$ cat src/epr_pkg.sv
// ----------------------------------------------------------------------------
// epr_pkg
// Shared constants, widths and arithmetic helpers for the point rotation core.
// ----------------------------------------------------------------------------
package epr_pkg;

  localparam int CORDIC_STAGES = 16;
  localparam int NUM_STAGES    = (CORDIC_STAGES > 32) ? 32 : CORDIC_STAGES;

  localparam int ANG_W = 16;
  localparam int PT_W  = 32;
  localparam int AW    = 36;   // cordic angle accumulator
  localparam int QW    = 34;   // Q.30 sine, cosine and quaternion parts
  localparam int TW    = 35;   // intermediate product q*p, Q16.16
  localparam int RW    = 72;   // rounding width

  localparam logic signed [AW-1:0] Q30_PI      = AW'(64'sd3373259426);
  localparam logic signed [AW-1:0] Q30_HALF_PI = AW'(64'sd1686629713);
  localparam logic signed [QW-1:0] Q30_GAIN    = QW'(64'sd652032874);

  function automatic logic signed [AW-1:0] atan_q30(input logic [4:0] idx);
    logic signed [AW-1:0] r;
    unique case (idx)
      5'd0:  r = AW'(64'sd843314857);
      5'd1:  r = AW'(64'sd497837829);
      5'd2:  r = AW'(64'sd263043837);
      5'd3:  r = AW'(64'sd133525159);
      5'd4:  r = AW'(64'sd67021687);
      5'd5:  r = AW'(64'sd33543516);
      5'd6:  r = AW'(64'sd16775851);
      5'd7:  r = AW'(64'sd8388437);
      5'd8:  r = AW'(64'sd4194283);
      5'd9:  r = AW'(64'sd2097149);
      5'd31: r = '0;
      default: r = AW'(64'sd1) <<< (5'd30 - idx);
    endcase
    return r;
  endfunction

  // round half up and drop 30 fraction bits
  function automatic logic signed [RW-1:0] round30(input logic signed [RW-1:0] v);
    logic signed [RW-1:0] s;
    s = v + (RW'(1) <<< 29);
    return s >>> 30;
  endfunction

  function automatic logic signed [PT_W-1:0] sat32(input logic signed [RW-1:0] v);
    logic signed [PT_W-1:0] r;
    if (v > RW'(64'sd2147483647)) begin
      r = 32'sh7fffffff;
    end else if (v < -RW'(64'sd2147483648)) begin
      r = 32'sh80000000;
    end else begin
      r = v[PT_W-1:0];
    end
    return r;
  endfunction

endpackage

$ cat src/epr_cordic.sv
// ----------------------------------------------------------------------------
// epr_cordic
// Pipelined rotation-mode CORDIC giving sine and cosine of half an angle.
// ----------------------------------------------------------------------------
module epr_cordic (
  input  logic                              clk_i,
  input  logic                              en_i,
  input  logic signed [epr_pkg::ANG_W-1:0]  angle_i,
  output logic signed [epr_pkg::QW-1:0]     sin_o,
  output logic signed [epr_pkg::QW-1:0]     cos_o
);

  localparam int N = epr_pkg::NUM_STAGES;

  logic signed [epr_pkg::AW-1:0] a_q [0:N];
  logic signed [epr_pkg::QW-1:0] x_q [0:N];
  logic signed [epr_pkg::QW-1:0] y_q [0:N];
  logic                          flip_q [0:N];
  logic signed [epr_pkg::AW-1:0] half_d;
  logic signed [epr_pkg::QW-1:0] sin_q, cos_q;

  assign half_d = epr_pkg::AW'(angle_i) <<< 17;

  always_ff @(posedge clk_i) begin
    if (en_i) begin
      x_q[0] <= epr_pkg::Q30_GAIN;
      y_q[0] <= '0;
      if (half_d > epr_pkg::Q30_HALF_PI) begin
        a_q[0]    <= half_d - epr_pkg::Q30_PI;
        flip_q[0] <= 1'b1;
      end else if (half_d < -epr_pkg::Q30_HALF_PI) begin
        a_q[0]    <= half_d + epr_pkg::Q30_PI;
        flip_q[0] <= 1'b1;
      end else begin
        a_q[0]    <= half_d;
        flip_q[0] <= 1'b0;
      end
    end
  end

  for (genvar i = 0; i < N; i++) begin : g_stage
    always_ff @(posedge clk_i) begin
      if (en_i) begin
        flip_q[i+1] <= flip_q[i];
        if (!a_q[i][epr_pkg::AW-1]) begin
          x_q[i+1] <= x_q[i] - (y_q[i] >>> i);
          y_q[i+1] <= y_q[i] + (x_q[i] >>> i);
          a_q[i+1] <= a_q[i] - epr_pkg::atan_q30(5'(i));
        end else begin
          x_q[i+1] <= x_q[i] + (y_q[i] >>> i);
          y_q[i+1] <= y_q[i] - (x_q[i] >>> i);
          a_q[i+1] <= a_q[i] + epr_pkg::atan_q30(5'(i));
        end
      end
    end
  end

  always_ff @(posedge clk_i) begin
    if (en_i) begin
      sin_q <= flip_q[N] ? -y_q[N] : y_q[N];
      cos_q <= flip_q[N] ? -x_q[N] : x_q[N];
    end
  end

  assign sin_o = sin_q;
  assign cos_o = cos_q;

endmodule

$ cat config.mk
export PLATFORM = sky130hd
export DESIGN_NAME = epr_cordic
export DESIGN_NICKNAME = d
export VERILOG_FILES = /design/src/epr_pkg.sv /design/src/epr_cordic.sv
export SDC_FILE = /design/constraint.sdc
export NUM_CORES = 2
export LEC_CHECK = 0
export BUFFER_PORTS_ARGS = -buffer_cell sky130_fd_sc_hd__buf_4
export CORE_ASPECT_RATIO = 0.75
export CORE_MARGIN = 3
export CORE_UTILIZATION = 59
export DETAILED_ROUTE_END_ITERATION = 8
export PLACE_DENSITY = 0.85
export SLEW_MARGIN = 20
export SYNTH_ARGS = -nofsm -noshare
export SYNTH_HDL_FRONTEND = slang
export SYNTH_SLANG_ARGS = --single-unit
$ cat constraint.sdc
create_clock -name clk_i -period 5.76 [get_ports clk_i]
set_input_delay 1.152 -clock clk_i [delete_from_list [all_inputs] [get_ports clk_i]]
set_output_delay 1.152 -clock clk_i [all_outputs]
set_load 0.1 [all_outputs]
# --- Yosys cells after proc, flatten, opt, wreduce, memory -nomap -nowiden ---
# Memory sizes are Yosys's and may differ from the RTL's.
# Index checks and enable logic that the tools add are counted.
# Widths: inputs -> output; s select.
classes:
  addsub: 99
  magnitude_cmp: 2
  mux: 163
  bitwise_logic: 52
ops:
  columns: ["operator", "count"]
  rows:
  - ["$mux 34", 34]
  - ["$mux 36", 18]
  - ["$mux 1", 111]
  - ["$add 36x22->36 const B", 2]
  - ["$sub 36x22->36 const B", 2]
  - ["$add 34x19->34", 2]
  - ["$add 34x20->34", 2]
  - ["$add 34x21->34", 2]
  - ["$add 34x22->34", 2]
  - ["$add 34x23->34", 2]
  - ["$add 34x24->34", 2]
  - ["$add 34x25->34", 2]
  - ["$add 34x26->34", 2]
  - ["$add 34x27->34", 2]
  - ["$add 34x28->34", 2]
  - ["$add 34x29->34", 2]
  - ["$add 34x30->34", 2]
  - ["$add 34x31->34", 2]
  - ["$add 34x32->34", 2]
  - ["$add 34x33->34", 2]
  - ["$neg 34->34", 2]
  - ["$sub 34x19->34", 2]
  - ["$sub 34x20->34", 2]
  - ["$sub 34x21->34", 2]
  - ["47 further kinds", 111]
totals:
  register_bits: 68
  ramBits: 1785
  n_memories: 4
mem_list:
  columns: ["memory", "depth", "word_bits", "rd", "rd_clocked_by_memory_dff", "write_ports", "line_no", "text"]
  rows:
  - ["a_q", 17, 36, 16, 0, 17, "epr_cordic.sv:15", "logic signed [epr_pkg::AW-1:0] a_q [0:N];"]
  - ["x_q", 17, 34, 17, 0, 17, "epr_cordic.sv:16", "logic signed [epr_pkg::QW-1:0] x_q [0:N];"]
  - ["y_q", 17, 34, 17, 0, 17, "epr_cordic.sv:17", "logic signed [epr_pkg::QW-1:0] y_q [0:N];"]
  - ["flip_q", 17, 1, 17, 0, 17, "epr_cordic.sv:18", "logic flip_q [0:N];"]

# --- Logic depth before layout (Yosys ltp) ---
logic_depth:
  depth_word: 7
  mapped_depth: 21
  ltp_nobuf: 21

# --- Worst setup path after synthesis ---
# OpenSTA, ideal clock, no wires.
synth_timing:
  path_kind: "input -> register"
  from: "input port en_i"
  to: "memory a_q[6][34] (netlist name), data pin"
  setup_ns: 0.264
  arrival_time_ns: 5.758
  t_required_ns: 5.496
  path_slack_ns: -0.261
  cell_stages: 19
  n_path_buf: 5
  path_cell_list: "clkbuf_1 -> clkbuf_1 -> clkbuf_1 -> nand2_1 -> inv_1 -> clkbuf_1 -> buf_1 -> ha_1 -> nor2b_1 -> o31a_1 -> and3_1 -> or3_1 -> a311o_1 -> a21o_1 -> a31oi_1 -> a211o_1 -> o31ai_1 -> a221oi_1 -> xnor2_1"
synth_lines:
  columns: ["item", "line_no", "text"]
  rows:
  - ["from (decl)", "epr_cordic.sv:7", "input logic en_i,"]
  - ["to (decl)", "epr_cordic.sv:15", null]

==> flow_summary.json <==
{
  "synth_top_area_share_pct": 36.5,
  "slew_violations": 0,
  "synth_top_cell_by_area": "edfxtp_1",
  "avgSynthCellArea_um2": 9.78,
  "clk_latency_ns": 0.86,
  "synth_area_mm2": 0.125,
  "timing.rr.start": "y_q[10][17]$_DFFE_PP_",
  "reg2reg_slack_ns": 0.27,
  "start_kind": "flop",
  "clock_sinks": 1516,
  "startpoint": "y_q[10][17]$_DFFE_PP_",
  "layout-area-overhead-vs-synth_pct": 8.30,
  "reg2reg_to": "x_q[11][33]$_DFFE_PP_",
  "antenna_found_initial": 2,
  "setup.worst_path.end": "x_q[11][33]$_DFFE_PP_",
  "hp-class": "reg2reg",
  "dp_hpwl_um": 240000,
  "cts_tree": "built",
  "vias": 99600,
  "core.rowCount": 145,
  "ys_seq_elements": 1516,
  "instances_no_fill": 15900,
  "io_buffers": 85,
  "initial_core_util_pct": 59.6,
  "ys_seq_area_share_pct": 36.5,
  "synth_cell_types": 95,
  "worst_slew_pin_slew_ns": 1.04,
  "cp_max_fo": 5,
  "synthArstFlopShare_pct": 0,
  "critical_path_class": "reg2reg",
  "drv_cap": 0,
  "hold_viol_final": 0,
  "syn_nets": 14200,
  "antenna_left": 0,
  "via_per_inst": 6.27,
  "firstDrtPassIters": 7,
  "worstPathRequired_ns": 6.33,
  "max-clock-path-buffers": 4,
  "nets": 14400,
  "cts_root_buf": "clkbuf_16",
  "wl_per_cell_um": 19.4,
  "grt-ovfl-total": 0,
  "grt_pass1_wl_um": 496000,
  "die_y_um": 404,
  "io_pins": 86,
  "drt-initial-drc-count": 10900,
  "die_area_mm2": 0.217,
  "critPathArrivalTime_ns": 6.06,
  "design.core.area_mm2": 0.209,
  "ys_warn_count": 0,
  "drt-total-wl_um": 308000,
  "endpoint_kind": "flop",
  "grt_pass1_vias": 92100,
  "relSlewSlack_pct": 29.8,
  "track_usage_pct": 27.6,
  "reg2reg_depth": 20,
  "fin_crit_sh_pct": 95.3,
  "grt_max_degree": 177,
  "cts_buffers": 167,
  "route.detailed.drc": 0,
  "ctsHtreeMaxLevel": 4,
  "finClkSkew_ns": 0.0761,
  "finalCriticalPeriod_ns": 5.49,
  "synth_commonest_cells": "edfxtp_1, ha_1, a21oi_1",
  "cts_hold_buf": 0,
  "max_freq_mhz": 182,
  "drive_gt1_share_pct": 5.51,
  "die_w_um": 537,
  "finalWeightedCongestion": 1.04,
  "synth_cells": 12700,
  "ys.flop_type": "edfxtp_1",
  "synth.area.top_cells": "edfxtp_1, ha_1, xnor2_1",
  "setup_violations": 0,
  "synth.most_common_cell": "edfxtp_1",
  "status": "complete, no violations",
  "dpl.cell_count": 15600,
  "synth_edf_count": 1516,
  "clk_pin_slew_worst_paths_ns": 0.06
}
[how the worst min path moves through the flow]
stage / startpoint / end / slack [ns] / cells after the start
after detailed placement: a_q[10][17]$_DFFE_PP_ / a_q[11][17]$_DFFE_PP_ / 0.40 / 0
after global routing: flip_q[1]$_DFFE_PP_ / flip_q[2]$_DFFE_PP_ / 0.42 / 0
after global placement: a_q[10][18]$_DFFE_PP_ / a_q[11][18]$_DFFE_PP_ / 0.40 / 0
after floorplan: a_q[10][16]$_DFFE_PP_ / a_q[11][16]$_DFFE_PP_ / 0.40 / 0
after CTS: flip_q[1]$_DFFE_PP_ / flip_q[2]$_DFFE_PP_ / 0.39 / 0
final: flip_q[1]$_DFFE_PP_ / flip_q[2]$_DFFE_PP_ / 0.40 / 0
[registers in the layout, indices dropped and copies added (netlist names)]
name / count
sin_o: 34
y_q: 511
cos_o: 34
flip_q: 17
a_q: 436
x_q: 484
[metrics by stage]
step | cell area (um2) | setup WS [ns] | TNS [ns] | hold WS, ns | utilization (%)
after floorplan | 125000 | 0.00768 | 0 | 0.400 | -
after global placement | 129000 | 0.0598 | 0 | 0.401 | 61.9
after detailed placement | 129000 | 0.00290 | 0 | 0.405 | 61.9
after CTS | 135000 | 0.119 | 0 | 0.389 | 64.5
after global routing | 135000 | -0.00972 | -0.00972 | 0.416 | 64.5
final | 135000 | 0.273 | 0 | 0.397 | 64.5
[what timing repair did]
action,CTS,global route
buffers inserted,0,0
pin swaps,0,1
endpoints found under the setup margin,2,6
gates resized for setup,1,8
[cells by family (layout without fill, tap and decap cells)]
| group | after synthesis | in the layout | synth area share, % |
|---|---|---|---|
| buffers and inverters | 725 | 1083 | 2.19 |
| adders and majority gates | 1414 | 1414 | 14.5 |
| xor gates and xnor gates | 1877 | 1877 | 13.2 |
| other | 0 | 1 | 0 |
| muxes | 98 | 98 | 0.828 |
| AOI/OAI and AO/OA | 3954 | 3954 | 20.4 |
| DFF | 1516 | 1516 | 36.5 |
| and+or+nand+nor | 3155 | 3155 | 12.4 |
[critical path, stage by stage (launching register included)]
cell and delay, ns:
edfxtp_1 0.46, nor3_1 0.34, nand2b_1 0.17, nor4_1 0.29
nand2b_1 0.14, nor4_1 0.81, a21oi_1 0.18, xor2_1 0.40
ha_1 0.39, a21o_1 0.18, a21o_1 0.19, a2111oi_0 0.35
a21oi_1 0.17, a21o_1 0.20, a21oi_1 0.14, buf_4 0.16
nor3_1 0.06, nor2_1 0.22, a31oi_1 0.14, xnor2_1 0.14
buf_4 0.13
[metal layers]
layer / up-vias / global-route usage [%] / wire [um]
met4: 2 / 7.27 / 8920
li1: 48100 / - / -
met2: 4437 / 42.1 / 132000
met5: - / 0 / 13
met3: 604 / 4.80 / 29100
met1: 46500 / 40.6 / 138000
[cell usage in the layout, fill, tap and decap left out, types with 42 or more instances in the layout]
master     synthesis  final
mux2i_1           58     58
o31ai_1          153    152
buf_4              0    259
nor4_1            96     96
xnor2_1         1215   1215
fa_1              43     43
nor2b_1          182    182
clkbuf_16          0    169
nor2_1           937    937
o21a_1           201    201
or2_2             54     54
and3_1           134    134
inv_1            510    507
nand3_1          186    186
a31oi_1          110    110
o21ai_0          676    676
xor2_1           661    661
o21bai_1         172    172
nand2b_1         202    202
ha_1            1371   1370
o41ai_1           51     51
a21oi_1         1273   1273
or3_1            103    103
a31o_2            54     54
nand4_1           80     80
nor3_1           268    266
a211oi_1         124    124
edfxtp_1        1516   1516
o31a_1            43     43
and2_1            59     59
nand2_1          695    692
a21o_1           676    676
or4_1             42     42
o211ai_1          58     58
[area by class of cell]
cell class | count | area (um2)
timing repair buffer | 265 | 2060
multi-input combinational | 10500 | 76400
inverter | 520 | 1950
clock inverter | 112 | 1200
tap | 2793 | 3490
clock buffer | 186 | 4290
fill | 16300 | 74100
sequential | 1516 | 45500
antenna | 1 | 2.50
Power is not shown: default switching activity piles up to over one toggle a cycle in this logic, so the estimate is an artifact.
